`config.mk`:
```
export PLATFORM = sky130hd
export DESIGN_NAME = slr_sqrt_cell
export DESIGN_NICKNAME = d
export VERILOG_FILES = /design/src/rtl/slr_pkg.sv /design/src/rtl/slr_sqrt_cell.sv
export SDC_FILE = /design/constraint.sdc
export NUM_CORES = 1
export LEC_CHECK = 0
export ABC_AREA = 1
export BUFFER_PORTS_ARGS = -buffer_cell sky130_fd_sc_hd__buf_2
export CORE_AREA = 2 2 281 283
export DETAILED_ROUTE_END_ITERATION = 16
export DIE_AREA = 0 0 283 285
export PLACE_DENSITY = 0.61
export SLEW_MARGIN = 40
export SYNTH_ARGS = -nofsm -noshare
export SYNTH_HDL_FRONTEND = slang
export SYNTH_SLANG_ARGS = --single-unit
```
`constraint.sdc`:
```
create_clock -name clk -period 47.4 [get_ports clk]
set_input_delay 4.74 -clock clk [delete_from_list [all_inputs] [get_ports clk]]
set_output_delay 4.74 -clock clk [all_outputs]
set_load 0.01 [all_outputs]
```
`src/rtl/slr_pkg.sv`:
```
// Shared widths, payload types and helpers for the spring link relaxation pipeline.
package slr_pkg;

	localparam int PW        = 24;  // position / delta width, Q15.8
	localparam int AW        = 25;  // magnitude of a coordinate difference
	localparam int RLW       = 23;  // rest length width
	localparam int GW        = 16;  // gain width, Q0.16
	localparam int SQW       = 51;  // square-root remainder and root working width
	localparam int MW        = 26;  // link length width
	localparam int PRW       = 51;  // |d| * |err| width
	localparam int DW        = 68;  // divider remainder width
	localparam int QW        = 26;  // quotient width
	localparam int SQ_STEPS  = 25;
	localparam int DIV_STEPS = 26;

	localparam logic CFG_SPRING_GAIN   = 1'b0;
	localparam logic CFG_VERTICAL_GAIN = 1'b1;
	localparam logic [GW-1:0] SPRING_GAIN_RST   = 16'd6554;
	localparam logic [GW-1:0] VERTICAL_GAIN_RST = 16'd655;

	typedef struct packed {
		logic [2:0][PW-1:0] a;
		logic [2:0][PW-1:0] b;
		logic               pin_a;
		logic               pin_b;
	} pos_t;

	typedef struct packed {
		pos_t               pos;
		logic [2:0][AW-1:0] ad;
		logic [2:0]         sgn;
		logic [RLW-1:0]     rest;
		logic               vert;
		logic               coin;
		logic [SQW-1:0]     x;
		logic [SQW-1:0]     res;
	} sq_t;

	typedef struct packed {
		pos_t               pos;
		logic [2:0]         neg;
		logic [2:0][DW-1:0] rem;
		logic [MW-1:0]      den;
		logic [2:0][QW-1:0] q;
		logic               coin;
	} dv_t;

	function automatic logic [PW-1:0] sat24(input logic signed [27:0] v);
		logic [PW-1:0] r;
		if (v > 28'sd8388607) begin
			r = 24'h7FFFFF;
		end else if (v < -28'sd8388608) begin
			r = 24'h800000;
		end else begin
			r = v[PW-1:0];
		end
		return r;
	endfunction

endpackage

```
`src/rtl/slr_sqrt_cell.sv`:
```
// One bit-pair step of the pipelined integer square root.
module slr_sqrt_cell (
	input  logic               clk,
	input  logic               arst_n,
	input  logic [4:0]         step,
	input  logic               up_valid,
	output logic               up_hold,
	input  slr_pkg::sq_t       up_data,
	output logic               dn_valid,
	input  logic               dn_hold,
	output slr_pkg::sq_t       dn_data
);
	logic                     v_q;
	slr_pkg::sq_t             d_q;
	slr_pkg::sq_t             nxt;
	logic [slr_pkg::SQW-1:0]  bitv;
	logic [slr_pkg::SQW-1:0]  trial;

	assign up_hold  = v_q & dn_hold;
	assign dn_valid = v_q;
	assign dn_data  = d_q;

	always_comb begin
		nxt   = up_data;
		bitv  = slr_pkg::SQW'(1) << {step, 1'b0};
		trial = up_data.res + bitv;
		if (up_data.x >= trial) begin
			nxt.x   = up_data.x - trial;
			nxt.res = (up_data.res >> 1) + bitv;
		end else begin
			nxt.res = up_data.res >> 1;
		end
	end

	always_ff @(posedge clk or negedge arst_n) begin
		if (!arst_n) begin
			v_q <= 1'b0;
		end else if (!up_hold) begin
			v_q <= up_valid;
		end
	end

	always_ff @(posedge clk) begin
		if (!up_hold && up_valid) begin
			d_q <= nxt;
		end
	end
endmodule

```
; After elaboration in Yosys (flattened, before gate mapping)
; Index checks and enable logic that the tools add are counted.
[word_totals]
regBits = 352
input_bits = 360
out_inout_bits = 353
word_cells = 29
[op_classes]
add_sub_neg = 3
n_lt_le_gt_ge = 1
shifts = 1
muxes = 2
n_bitwise = 1
n_reduce_logical = 2
[op_table]
columns = cell, n
row1 = adder 50 x 51 -> 51 bit, 1
row2 = adder 51 bit, 1
row3 = greater-or-equal comparator 51 bit, 1
row4 = 2-to-1 mux 51 bit, 1
row5 = "left shift 1 x 6 -> 51 bit, first input constant", 1
row6 = subtractor 51 bit, 1
row7 = 2-to-1 mux 50 bit, 1
row8 = AND 1 bit, 1
row9 = logical AND 1 bit, 1
row10 = logical NOT 1 bit, 1

; Depth between registers and ports, before layout
[logic_depth]
word_depth = 4
depth_mapped = 32
mapped_depth_nobuf = 31

; Worst setup path before layout
; OpenSTA, ideal clock, no wires.
[synth_path]
path_type = input to register
startpoint = input port dn_hold
endpoint = register d_q, in the netlist dn_data[0], enable pin
arrival_ns = 19.415
path_slack_ns = 26.915
cell_stages = 3
n_path_buf = 0
path_cell_list = nand2_1 > inv_1 > nor2_1
[synth_between]
elab_chain_len = 3
[synth_lines]
columns = item, line_no
row1 = "start, declared", slr_sqrt_cell.sv:10  ; input logic dn_hold,
row2 = AND 1 bit, slr_sqrt_cell.sv:19  ; assign up_hold = v_q & dn_hold;
row3 = net up_hold, slr_sqrt_cell.sv:7  ; output logic up_hold,
row4 = logical NOT 1 bit, slr_sqrt_cell.sv:44  ; if (!up_hold && up_valid) begin
row5 = logical AND 1 bit, slr_sqrt_cell.sv:44
row6 = "end signal, assigned", slr_sqrt_cell.sv:45  ; d_q <= nxt;
row7 = "end, declared", slr_sqrt_cell.sv:14  ; slr_pkg::sq_t d_q;
; The timed path passes the listed nets, and every way through them passes these cells.
; A chain may end at the register's enable or synchronous reset.

==> flow_metrics.tcl <==
set metrics [dict create \
    synth_edf_count 351 \
    cts_buffer_depth 3 \
    detail-route-antenna-nets 0 \
    cts_sinks 352 \
    cts-buffers-inserted 42 \
    grtUsageTotal_pct 26.45 \
    cts_resized 0 \
    vias 21380 \
    p_per_area_nw_per_um2 32.76 \
    setup-violations-final 0 \
    place_area_um2 26250 \
    synthSimpleGateAreaFrac_pct 23.12 \
    post-route-min-period_ps 10960 \
    worstPathRequired_ps 47730 \
    tightestPinTransition_ps 933.8 \
    grt-ovfl-total 0 \
    die_area_um2 80660 \
    rows 103 \
    grt_pass1_vias 20020 \
    clock_skew_ps 16.02 \
    io_buffers 712 \
    routedWlPerCell_um 25.26 \
    rsz0062_at_grt "no" \
    clock_power_share_pct 39.1 \
    area_delta_synth_final_pct 29.83 \
    ys_ff_latch 352 \
    crit_family "simple AND/OR/NAND/NOR gates" \
    routed_wirelength_um 110600 \
    fin_nets 3734 \
    grt_pass1_wl_um 151400 \
    end_kind "register" \
    clock_latency_ps 570 \
    worstHoldStart "dn_valid" \
    switching_share_pct 29.40 \
    maxSlewViolCount 0 \
    netSwitchingPower_w 0.0002682 \
    synth-xor-area-share_pct 3.962 \
    synth_flop_cell "edfxtp_1" \
    min_period_over_period_pct 23.13 \
    crit_top_cell "nand2_1" \
    comb_power_share_pct 19.7 \
    clk_pin_slew_ps 60 \
    cts_setup_buffers 0 \
    crit_buf_inv 4 \
    critPathLaunch "step[4]" \
    p_int_w 0.0006439 \
    final_hold_viol_count 0 \
    peakVddDrop_uv 18.25 \
    synthAdderAreaFrac_pct 5.987 \
    yosysUniqueCellTypes 51 \
    final_util_pct 35.70 \
    fin_setup_tns_ps 0 \
    start_util_pct 27.50 \
    yosysWarnings 0 \
    status "finished, final reports clean" \
    crit_chain "buf_2 -> inv_1 -> nand2_1 -> nor4_1 -> ha_1 -> inv_1 -> o21ai_0 -> nand2_1 -> o21ai_0 -> a21oi_1 -> o211a_1 -> nand3b_1 -> nand2_1 -> ha_1 -> nand2_1 -> nor4_1 -> nand3_1 -> nand3_2 -> buf_4 -> nand2_1 -> o22ai_1" \
    syn_avg_cell_area_um2 8.468 \
    tritoncts "done" \
    synthArstFlopShare_pct 0.2841 \
    slew_headroom_pct 37.17 \
    regToRegStartpoint "dn_valid" \
    synthCells 2532 \
    p_seq_share_pct 41.2 \
    htree_levels 2 \
    muxShareOfSynthArea_pct 0 \
    finalInstanceArea_um2 27840 \
    cap_violations 0 \
    ios 713 \
    n_fill_cell 8183 \
    coreArea_um2 77970 \
    fp.dieH_um 285 \
    critPathKind "input port to register" \
    synth_top_family_by_area "simple AND/OR/NAND/NOR gates" \
    yosysSeqAreaShare_pct 49.28 \
    gp_congestion 0.9930 \
    drt_first_pass_iters 6 \
    grt_max_degree 166 \
    clockRootBuffer "clkbuf_16" \
    drt_first_iter_violations 2023 \
    syn_area_um2 21440 \
    min_path_type "register to register" \
    via_per_inst 4.884 \
    fmax_mhz 91.21 \
    holdBufCountCts 0 \
    antenna_found_initial 97 \
    cp_slowest_cell "nor4_1" \
    synth-compound-area-share_pct 11.09 \
    cp_max_fo 63 \
    syn_nets 2994 \
    drive_gt1_share_pct 24.86 \
    slowest_delay_ps 860 \
    place_hpwl_um 95890 \
    p_leak_nw 11.86 \
    die_w_um 283 \
    cp_data_arrival_time_ps 11290 \
    drc 0 \
    start_kind "input port" \
]
## logic make-up after synthesis
group,count (synthesis)
AOI/OAI and AO/OA,435
buffers and inverters,358
xor gates and xnor gates,97
adders and majority gates,102
DFF,352
and+or+nand+nor,1188
## power by group through the flow
stage               clock network (W)  registers [W]   logic, W
floorplan                           0       0.000403  0.0000838
global placement                    0       0.000383   0.000178
detailed placement                  0       0.000383   0.000178
CTS                          0.000364       0.000377   0.000179
global route                 0.000376       0.000378   0.000195
finish                       0.000356       0.000376   0.000179
## area by class of cell
type	count	area, um2	share of cell area [%]
antenna	22	55.05	0.1978
clock buffer	46	1087	3.906
clock inverter	32	421.7	1.515
inverter	335	1257	4.517
multi-input combinational	1822	9477	34.04
sequential	352	10570	37.95
tap	1050	1314	4.720
timing repair buffer	719	3660	13.15
## synth_stat cells, types with 3 or more instances
cell type | n | share of area, %
nand3_1 | 114 | 2.7
o22ai_1 | 3 | 0.088
a31oi_1 | 8 | 0.23
buf_4 | 8 | 0.28
xnor2_1 | 52 | 2.1
edfxtp_1 | 351 | 49
nand2_4 | 3 | 0.16
inv_2 | 7 | 0.12
nand2_1 | 632 | 11
a21boi_0 | 8 | 0.28
nor3_1 | 43 | 1.0
o211ai_1 | 6 | 0.21
nor4_1 | 14 | 0.41
buf_6 | 3 | 0.16
clkbuf_1 | 3 | 0.053
a21oi_1 | 144 | 3.4
o21ai_2 | 5 | 0.20
inv_1 | 327 | 5.7
nand2_2 | 8 | 0.23
a211oi_1 | 5 | 0.18
nor2_1 | 312 | 5.5
nand3_2 | 3 | 0.14
o21ai_1 | 48 | 1.1
a21o_1 | 8 | 0.28
o21a_1 | 4 | 0.14
ha_1 | 101 | 5.9
o21ai_0 | 169 | 3.9
nand4_1 | 26 | 0.76
nand3b_1 | 24 | 0.84
o21bai_1 | 17 | 0.60
buf_2 | 8 | 0.19
xor2_1 | 45 | 1.8
## metrics by stage
stage               power (W)  instances  setup slack (ps)  hold slack (ps)
global route        0.0009481       4362             36170            771.3
detailed placement  0.0005613       4277             36210            732.6
CTS                 0.0009200       4355             36780            746.4
finish              0.0009120       4378             36440            781.5
global placement    0.0005611       4277             36200            742.9
floorplan           0.0004864       2532             26910            524.9
## worst register-to-register path, cell delays in order, from the launching register on
cell,delay [ps]
dfrtp_1,370
nand2_1,180
inv_1,120
nor2_4,80
buf_4,560
buf_6,610
buf_12,410
buf_16,430
## flip-flops by register name, indices dropped and copies added (netlist names)
name and count:
dn_data 351, dn_valid 1
## layout by cell type (no fill, tap or decap), types with 7 or more instances in the layout
master     instances
o21bai_1          17
inv_2              7
a31oi_1            8
bufinv_16          9
o21ai_1           50
clkbuf_16         43
ha_1             101
a21o_1             8
nor2_1           311
nand2_1          632
nand2_2            8
inv_1            327
nand4_1           26
buf_2            712
xor2_1            45
edfxtp_1         351
nor4_1            14
xnor2_1           52
clkinv_1          10
a21oi_1          144
nand3b_1          24
nand3_1          114
diode_2           22
a21boi_0           8
o21ai_0          167
nor3_1            43
## final timing paths
check,end,cells past startpoint,slack [ps]
worst max register to register,dn_data[139],7,44140
min in group asynchronous,dn_valid,1,3940
worst min-delay path,dn_valid,2,780
max in group asynchronous,dn_valid,1,43360
worst min register to register,dn_valid,2,780
worst max-delay path,dn_data[24],21,36440
## routing by layer
layer  wire (um)  global-route usage, %  up-vias
li1            -                      -    10050
met4        4147                  6.915       30
met2       54380                  47.29     1067
met5         186                      0        -
met1       42880                  31.74     9984
met3        8996                  6.256      251
(Power assumes the default switching activity.)
