## src/rtl/slr_pkg.sv

```systemverilog
// Shared widths, payload types and helpers for the spring link relaxation pipeline.
package slr_pkg;

	localparam int PW        = 24;  // position / delta width, Q15.8
	localparam int AW        = 25;  // magnitude of a coordinate difference
	localparam int RLW       = 23;  // rest length width
	localparam int GW        = 16;  // gain width, Q0.16
	localparam int SQW       = 51;  // square-root remainder and root working width
	localparam int MW        = 26;  // link length width
	localparam int PRW       = 51;  // |d| * |err| width
	localparam int DW        = 68;  // divider remainder width
	localparam int QW        = 26;  // quotient width
	localparam int SQ_STEPS  = 25;
	localparam int DIV_STEPS = 26;

	localparam logic CFG_SPRING_GAIN   = 1'b0;
	localparam logic CFG_VERTICAL_GAIN = 1'b1;
	localparam logic [GW-1:0] SPRING_GAIN_RST   = 16'd6554;
	localparam logic [GW-1:0] VERTICAL_GAIN_RST = 16'd655;

	typedef struct packed {
		logic [2:0][PW-1:0] a;
		logic [2:0][PW-1:0] b;
		logic               pin_a;
		logic               pin_b;
	} pos_t;

	typedef struct packed {
		pos_t               pos;
		logic [2:0][AW-1:0] ad;
		logic [2:0]         sgn;
		logic [RLW-1:0]     rest;
		logic               vert;
		logic               coin;
		logic [SQW-1:0]     x;
		logic [SQW-1:0]     res;
	} sq_t;

	typedef struct packed {
		pos_t               pos;
		logic [2:0]         neg;
		logic [2:0][DW-1:0] rem;
		logic [MW-1:0]      den;
		logic [2:0][QW-1:0] q;
		logic               coin;
	} dv_t;

	function automatic logic [PW-1:0] sat24(input logic signed [27:0] v);
		logic [PW-1:0] r;
		if (v > 28'sd8388607) begin
			r = 24'h7FFFFF;
		end else if (v < -28'sd8388608) begin
			r = 24'h800000;
		end else begin
			r = v[PW-1:0];
		end
		return r;
	endfunction

endpackage

```

## src/rtl/slr_div_cell.sv

```systemverilog
// One quotient bit of the three-lane pipelined restoring divider.
module slr_div_cell (
	input  logic               clk,
	input  logic               arst_n,
	input  logic [4:0]         step,
	input  logic               up_valid,
	output logic               up_hold,
	input  slr_pkg::dv_t       up_data,
	output logic               dn_valid,
	input  logic               dn_hold,
	output slr_pkg::dv_t       dn_data
);
	logic                    v_q;
	slr_pkg::dv_t            d_q;
	slr_pkg::dv_t            nxt;
	logic [slr_pkg::DW-1:0]  cmpv;

	assign up_hold  = v_q & dn_hold;
	assign dn_valid = v_q;
	assign dn_data  = d_q;

	always_comb begin
		nxt  = up_data;
		cmpv = slr_pkg::DW'(up_data.den) << (6'(step) + 6'd16);
		for (int i = 0; i < 3; i++) begin
			if (up_data.rem[i] >= cmpv) begin
				nxt.rem[i] = up_data.rem[i] - cmpv;
				nxt.q[i]   = {up_data.q[i][slr_pkg::QW-2:0], 1'b1};
			end else begin
				nxt.q[i]   = {up_data.q[i][slr_pkg::QW-2:0], 1'b0};
			end
		end
	end

	always_ff @(posedge clk or negedge arst_n) begin
		if (!arst_n) begin
			v_q <= 1'b0;
		end else if (!up_hold) begin
			v_q <= up_valid;
		end
	end

	always_ff @(posedge clk) begin
		if (!up_hold && up_valid) begin
			d_q <= nxt;
		end
	end
endmodule

```

## config.mk

```make
export PLATFORM = sky130hd
export DESIGN_NAME = slr_div_cell
export DESIGN_NICKNAME = d
export VERILOG_FILES = /design/src/rtl/slr_pkg.sv /design/src/rtl/slr_div_cell.sv
export SDC_FILE = /design/constraint.sdc
export NUM_CORES = 1
export LEC_CHECK = 0
export ABC_AREA = 1
export BUFFER_PORTS_ARGS = -buffer_cell sky130_fd_sc_hd__buf_2
export CAP_MARGIN = 5
export CORE_AREA = 2 2 365 367
export CTS_BUF_LIST = sky130_fd_sc_hd__clkbuf_8
export DETAILED_ROUTE_END_ITERATION = 12
export DIE_AREA = 0 0 367 369
export PLACE_DENSITY = 0.57
export RECOVER_POWER = 100
export SLEW_MARGIN = 20
export SYNTH_ARGS = -nofsm -noshare
export SYNTH_HDL_FRONTEND = slang
export SYNTH_SLANG_ARGS = --single-unit
export TNS_END_PERCENT = 20
```

## constraint.sdc

```tcl
create_clock -name clk -period 20.6 [get_ports clk]
set_input_delay 4.12 -clock clk [delete_from_list [all_inputs] [get_ports clk]]
set_output_delay 4.12 -clock clk [all_outputs]
set_load 0.05 [all_outputs]
```

-- Word level (Yosys, flattened, before mapping)
Cells that the tools add are included.
- register bits after elaboration: 459
- input port bits: 467
- output and inout port bits: 460
- word-level logic and storage cells: 35
- add/subtract/negate cells: 4
- magnitude comparators: 3
- shift-type cells: 1
- multiplexer cells: 6
- bitwise gates (word level): 1
- reductions and logical operators: 2
- operators with widths (operator ; count):
    68-bit >= comparator ; 3
    68-bit two-way mux ; 3
    68-bit subtractor ; 3
    26-bit by 6-bit << shifter with 68-bit output ; 1
    5-bit by 5-bit adder with 6-bit output (second input constant) ; 1
    1-bit two-way mux ; 3
    1-bit AND ; 1
    1-bit logical AND ; 1
    1-bit zero test ; 1

-- Longest topological paths before layout
Gate-level depths: netlist (run 1).
- depth after elaboration: 4
- mapped depth: 31
- gate-level depth less buffers: 27

-- Worst setup path before layout (run 1)
No wires, ideal clock.
- kind: input-to-reg
- start point: input port dn_hold
- end point: register d_q, in the netlist dn_data[0], enable pin
- setup time: 1.292 ns
- data arrival time: 23.477 ns
- data required time: 19.308 ns
- setup slack: -4.169 ns
- cell stages on the path: 3
- path buffers: 0
- cell sequence: nand2_1 > inv_1 > nor2_1
- cells in the longest elaborated chain, start to end: 3
- RTL lines (item ; RTL line ; source):
    start: declaration ; slr_div_cell.sv:10 ; input logic dn_hold,
    1-bit AND ; slr_div_cell.sv:18 ; assign up_hold = v_q & dn_hold;
    named net up_hold ; slr_div_cell.sv:7 ; output logic up_hold,
    1-bit zero test ; slr_div_cell.sv:44 ; if (!up_hold && up_valid) begin
    1-bit logical AND ; slr_div_cell.sv:44 ;
    end signal: assignment ; slr_div_cell.sv:45 ; d_q <= nxt;
    end: declaration ; slr_div_cell.sv:14 ; slr_pkg::dv_t d_q;
The timed path passes the listed nets, and every way through them passes these cells.
A chain may end at the register's enable or synchronous reset.

-- Worst setup path after layout (run 1)
- start point: input port dn_hold
- end point: register d_q, in the netlist dn_data[189], enable pin
- cells in the longest elaborated chain, start to end: 3
- RTL lines (item ; RTL line):
    1-bit AND ; slr_div_cell.sv:18
    1-bit zero test ; slr_div_cell.sv:44
    1-bit logical AND ; slr_div_cell.sv:44
No other way between the ends.

==> flow_metrics.tcl, run 1 <==
set metrics [dict create \
    maxCapViolations 10 \
    slew_headroom_pct -413 \
    critPathKind "in2reg" \
    hold_viol 0 \
    yosysSeqAreaShare_pct 40.5 \
    grt_start_max_net_pins 139 \
    fin_area_sq_mm 0.0416 \
    num-fill-cells 15000 \
    place_hpwl_um 158000 \
    yosysUniqueCellTypes 47 \
    p_comb_share_pct 37.5 \
    drt-initial-drc-count 2786 \
    clk_root_buffer_cell "clkbuf_8" \
    avgViaCountPerCell 4.65 \
    drive_gt1_share_pct 12.2 \
    first_pass_iters 6 \
    final_common_cell "nand2_1" \
    gp_congestion 0.952 \
    p_sw_mw 1.47 \
    numCtsBuffers 91 \
    yosys_register_bits 459 \
    io_buffer_count 923 \
    seqPwrFrac_pct 34.7 \
    critPathArrivalTime_ps 14640 \
    p_per_area_mw_per_mm2 81.9 \
    ctsLongestPathBuffers 3 \
    period_minus_slack_ps 14290 \
    clock_latency_ps 810 \
    rr_worst_depth 6 \
    p_leak_nw 20.3 \
    p_clk_share_pct 27.8 \
    cp-startpoint "dn_hold" \
    timing.rr.start "dn_valid" \
    cts_hold_buffers 0 \
    min_path_type "reg2reg" \
    htree_num_levels 3 \
    wl_um 186000 \
    avgSynthCellArea_sq_um 7.14 \
    cp-end-kind "register" \
    synth_edf_count 458 \
    fin_tns_setup_ps 0 \
    crit_end "dn_data[189]" \
    maxSlewViolCount 688 \
    intPower_mw 1.94 \
    worst_slew_pin_slew_ps 7690 \
    wl_per_cell_um 24.4 \
    clk_pin_slew_ps 60 \
    cts_sinks 459 \
    rsz0062_at_grt "false" \
    outcome "complete, but fails checks" \
    finalCritPeriodShare_pct 69.4 \
    setup_viol 0 \
    placed_area_sq_mm 0.0406 \
    postLayoutCoreUtil_pct 31.8 \
    swShare_pct 43.2 \
    ys.flop_type "edfxtp_1" \
    fp.dieW_um 367 \
    die_area_sq_mm 0.135 \
    postRouteAntennaNets 0 \
    fin_nets 6378 \
    tritoncts "done" \
    startpoint_type "input pin" \
    io_pins 927 \
    yosysWarnings 0 \
    rows 133 \
    async_flop_share_pct 0.218 \
    seq_area_sq_mm 0.0138 \
    num_vias 35400 \
    max_freq_ghz 0.0700 \
    final_cell_mix "nand2_1, inv_1, clkbuf_1" \
    clock_skew_ps 44.9 \
    cts_resized 0 \
    vdd_drop_max_mv 0.0492 \
    grt_usage_pct 26.5 \
    violations "max-capacitance violations, max-slew violations" \
    start_util_pct 26.0 \
    cts_setup_buffers 0 \
    rr_endpoint "dn_data[189]" \
    required_ps 20950 \
    synth_area_sq_mm 0.0341 \
    multi_input_area_sq_mm 0.0167 \
    die_y_um 369 \
    crit_path_max_fanout 138 \
    syn_inst 4769 \
    syn2layout_area_growth_pct 22.3 \
    grt_pass1_wl_um 251000 \
    core_area_sq_mm 0.131 \
    antenna_found_initial 143 \
    grt_pass1_vias 33800 \
    gr-total-overflow 0 \
    reg2reg_slack_ps 9360 \
    drc_errors 0 \
]
-- state kept, by name, summed over array words and instances, names as in the netlist --
signal and flops:
dn_data 458, dn_valid 1
-- cells by family (layout without fill, tap and decap cells) --
logic type	Yosys count	count (layout)	synth area share (%)
compound gates	393	393	6.06
xor+xnor	112	112	2.88
fa+ha+maj	165	165	6.13
buf+inv	854	1895	9.98
flops	459	459	40.5
mux	11	11	0.323
other cells	2	43	0.0221
simple gates	2773	2773	34.1
-- power groups by stage --
stage	clock network, mW	logic [mW]	registers [mW]
after floorplan	0	0.599	1.46
after global placement	0	1.29	1.19
after detailed placement	0	1.30	1.19
after CTS	0.981	1.30	1.18
after global routing	1.02	1.39	1.19
final	0.948	1.28	1.18
-- synth_stat cells (all sizes together), types with 3 or more instances --
master | count | area [sq um]
a21oi | 176 | 888
a31oi | 5 | 31.3
and2 | 14 | 87.6
and3 | 7 | 43.8
buf | 47 | 359
clkbuf | 24 | 93.8
clkinv | 3 | 11.3
edfxtp | 458 | 13800
fa | 3 | 60.1
ha | 162 | 2030
inv | 780 | 2930
mux2i | 11 | 110
nand2 | 2002 | 7830
nand3 | 280 | 1480
nand3b | 13 | 97.6
nand4 | 47 | 300
nor2 | 346 | 1430
nor3 | 52 | 280
nor4 | 3 | 18.8
o21a | 3 | 22.5
o21ai | 178 | 891
o21bai | 29 | 218
or2 | 9 | 56.3
xnor2 | 8 | 70.1
xor2 | 104 | 911
-- metal layers --
layer  part of all wire [%]  vias to the layer above  global-route usage (%)
li1                       -                    17100                       -
met1                     40                    16300                    31.2
met2                     47                     1441                    46.0
met3                    6.9                      435                    5.08
met4                    5.8                       24                    12.9
met5                  0.084                        -                       0
-- worst max-delay path, cell delays in order --
cell and delay [ps]:
clkbuf_1 110, nand2_1 100, inv_1 80, nor2_4 70, clkbuf_1 1640, clkbuf_1 5450, clkbuf_1 2740
-- worst min-delay path by stage --
stage                     startpoint  slack (ps)  endpoint  depth (start not counted)
after floorplan             dn_valid         780  dn_valid                          2
after global placement      dn_valid         480  dn_valid                          2
after detailed placement    dn_valid         510  dn_valid                          2
after CTS                   dn_valid         530  dn_valid                          2
after global routing        dn_valid         570  dn_valid                          2
final                       dn_valid         540  dn_valid                          2
-- through the flow --
step / std cells / hold slack (ps) / worst slack [ps] / power [mW]
floorplan: 4776 / 781 / 3680 / 2.06
global placement: 7408 / 478 / 10290 / 2.49
detailed placement: 7408 / 512 / 10290 / 2.49
CTS: 7572 / 525 / 11200 / 3.46
global route: 7592 / 566 / 5330 / 3.60
finish: 7606 / 535 / 6310 / 3.41
-- cell type report --
class / instances / share of cell area (%)
multi-input combinational: 3463 / 40.2
sequential: 459 / 33.1
timing repair buffer: 948 / 9.93
inverter: 783 / 7.07
tap: 1755 / 5.27
clock buffer: 91 / 3.01
clock inverter: 73 / 1.26
antenna: 34 / 0.204
(Power assumes the default switching activity.)
==> run 2, diff against run 1 <==
PLACE_DENSITY = 0.55   (was 0.57)
clock period = 13.8 ns   (was 20.6 ns; I/O delays follow)
==> flow_metrics.tcl, run 2 (same netlist as run 1, synthesis figures left out) <==
set metrics [dict create \
    outcome "complete, but fails checks" \
    violations "max-capacitance violations, max-slew violations" \
    vdd_drop_max_mv 0.0614 \
    first_pass_iters 6 \
    hp-start "dn_valid" \
    syn2layout_area_growth_pct 22.3 \
    seq_area_sq_mm 0.0138 \
    avgViaCountPerCell 4.66 \
    wl_um 186000 \
    power_mw 4.96 \
    grt_usage_pct 26.5 \
    final_common_cell "nand2_1" \
    cts_setup_buffers 0 \
    crit_path_max_fanout 80 \
    rr_endpoint "dn_data[298]" \
    cp-startpoint "step[2]" \
    grt_use_met3_pct 5.43 \
    rsz0062_at_grt "false" \
    num_vias 35500 \
    wl_per_cell_um 24.5 \
    startpoint_type "input pin" \
    worst_slew_pin_slew_ps 3880 \
    fin_tns_setup_ps 0 \
    cts_hold_buffers 0 \
    final_cell_mix "nand2_1, inv_1, clkbuf_1" \
    gr-total-overflow 0 \
    cp-end-kind "register" \
    maxCapViolations 9 \
    critPathArrivalTime_ps 11080 \
    maxSlewViolCount 541 \
    tritoncts "done" \
    cts_resized 0 \
    place_hpwl_um 158000 \
    required_ps 14360 \
    postRouteAntennaNets 0 \
    max_freq_ghz 0.0951 \
    period_minus_slack_ps 10510 \
    largest_register_ffs 458 \
    rows 133 \
    num-fill-cells 14900 \
    drive_gt1_share_pct 12.3 \
    core_area_sq_mm 0.131 \
    fp.dieW_um 367 \
    reg2reg_slack_ps 5830 \
    finalCritPeriodShare_pct 76.2 \
    multi_input_area_sq_mm 0.0169 \
    clock_latency_ps 790 \
    io_buffer_count 923 \
    clock_skew_ps 72.2 \
    grt_busiest_layer "met2" \
    clk_pin_slew_ps 70 \
    setup_viol 0 \
    hold_viol 0 \
    htree_num_levels 3 \
    fin_nets 6374 \
    grt_pass1_wl_um 250000 \
    antenna_found_initial 148 \
    cts_sinks 459 \
    timing.rr.start "dn_valid" \
    grt_start_max_net_pins 150 \
    p_per_area_mw_per_mm2 119 \
    die_area_sq_mm 0.135 \
    rr_worst_depth 6 \
    hold_depth 2 \
    min_path_type "reg2reg" \
    hold_end "dn_valid" \
    clk_root_buffer_cell "clkbuf_8" \
    critPathKind "in2reg" \
    numCtsBuffers 88 \
    slew_headroom_pct -159 \
    grt_pass1_vias 33300 \
    io_pins 927 \
    p_leak_nw 20.4 \
    gp_congestion 0.970 \
    drc_errors 0 \
    grt_util_met2_pct 46.4 \
    ctsLongestPathBuffers 3 \
    drt-initial-drc-count 3024 \
    die_y_um 369 \
    start_util_pct 26.0 \
    use_met1_pct 30.9 \
]
[run 2: cell count changes in the layout (fill, tap and decap cells not counted), moves of 5 or more]
cell | previous run | this run
diode_2 | 34 | 50
nand2_4 | 3 | 19
nand2_1 | 1947 | 1935
inv_1 | 751 | 761
clkinv_1 | 34 | 28
nand2_2 | 52 | 47
[run 2: layout make-up]
type | count | area share [%]
diodes | 50 | 0.301
clock buffers | 89 | 2.94
clock inverters | 68 | 0.880
inverters | 783 | 7.07
multi-input cells | 3463 | 40.5
flip-flops and latches | 459 | 33.1
well taps | 1755 | 5.27
repair buffers | 947 | 9.96
[run 2: metrics by stage]
step | cell area [sq um] | hold WS (ps) | util (%) | worst slack, ps | instances
floorplan | 34100 | 781 | - | 3470 | 4776
detailed placement | 40600 | 498 | 31.0 | 4940 | 7407
global route | 41600 | 571 | 31.7 | 2650 | 7594
finish | 41600 | 519 | 31.8 | 3290 | 7614
global placement | 40600 | 512 | 31.0 | 4920 | 7407
CTS | 42200 | 513 | 32.2 | 5820 | 7564
[run 2: worst max-delay path by stage]
stage	slack (ps)	end
finish	3290	dn_data[161]
global route	2650	dn_data[168]
CTS	5820	dn_data[288]
detailed placement	4940	dn_data[288]
global placement	4920	dn_data[288]
floorplan	3470	dn_data[0]
[run 2: layer usage]
layer | vias to the layer above | wire, um
li1 | 17200 | -
met1 | 16300 | 73500
met2 | 1514 | 90100
met3 | 429 | 12900
met4 | 26 | 9510
met5 | - | 158
[run 2: power breakdown]
part | leakage [nW] | switching, mW | internal, mW
clock network | 0.911 | 0.657 | 0.625
registers | 4.39 | 0.0557 | 1.71
logic | 15.1 | 1.45 | 0.462
[run 2: worst max-delay path, stage by stage]
cell and delay, ps:
buf_2 330, clkinv_1 810, o21ai_0 720, mux2i_1 220
o21ai_0 1040, ha_1 340, nand2_1 140, nor2_1 130
nand2_1 130, nor2_1 180, nand4_1 170, nand3_1 160
nand2_1 110, nand2_4 90, clkbuf_1 2720, nand3_1 760
nand2_1 220
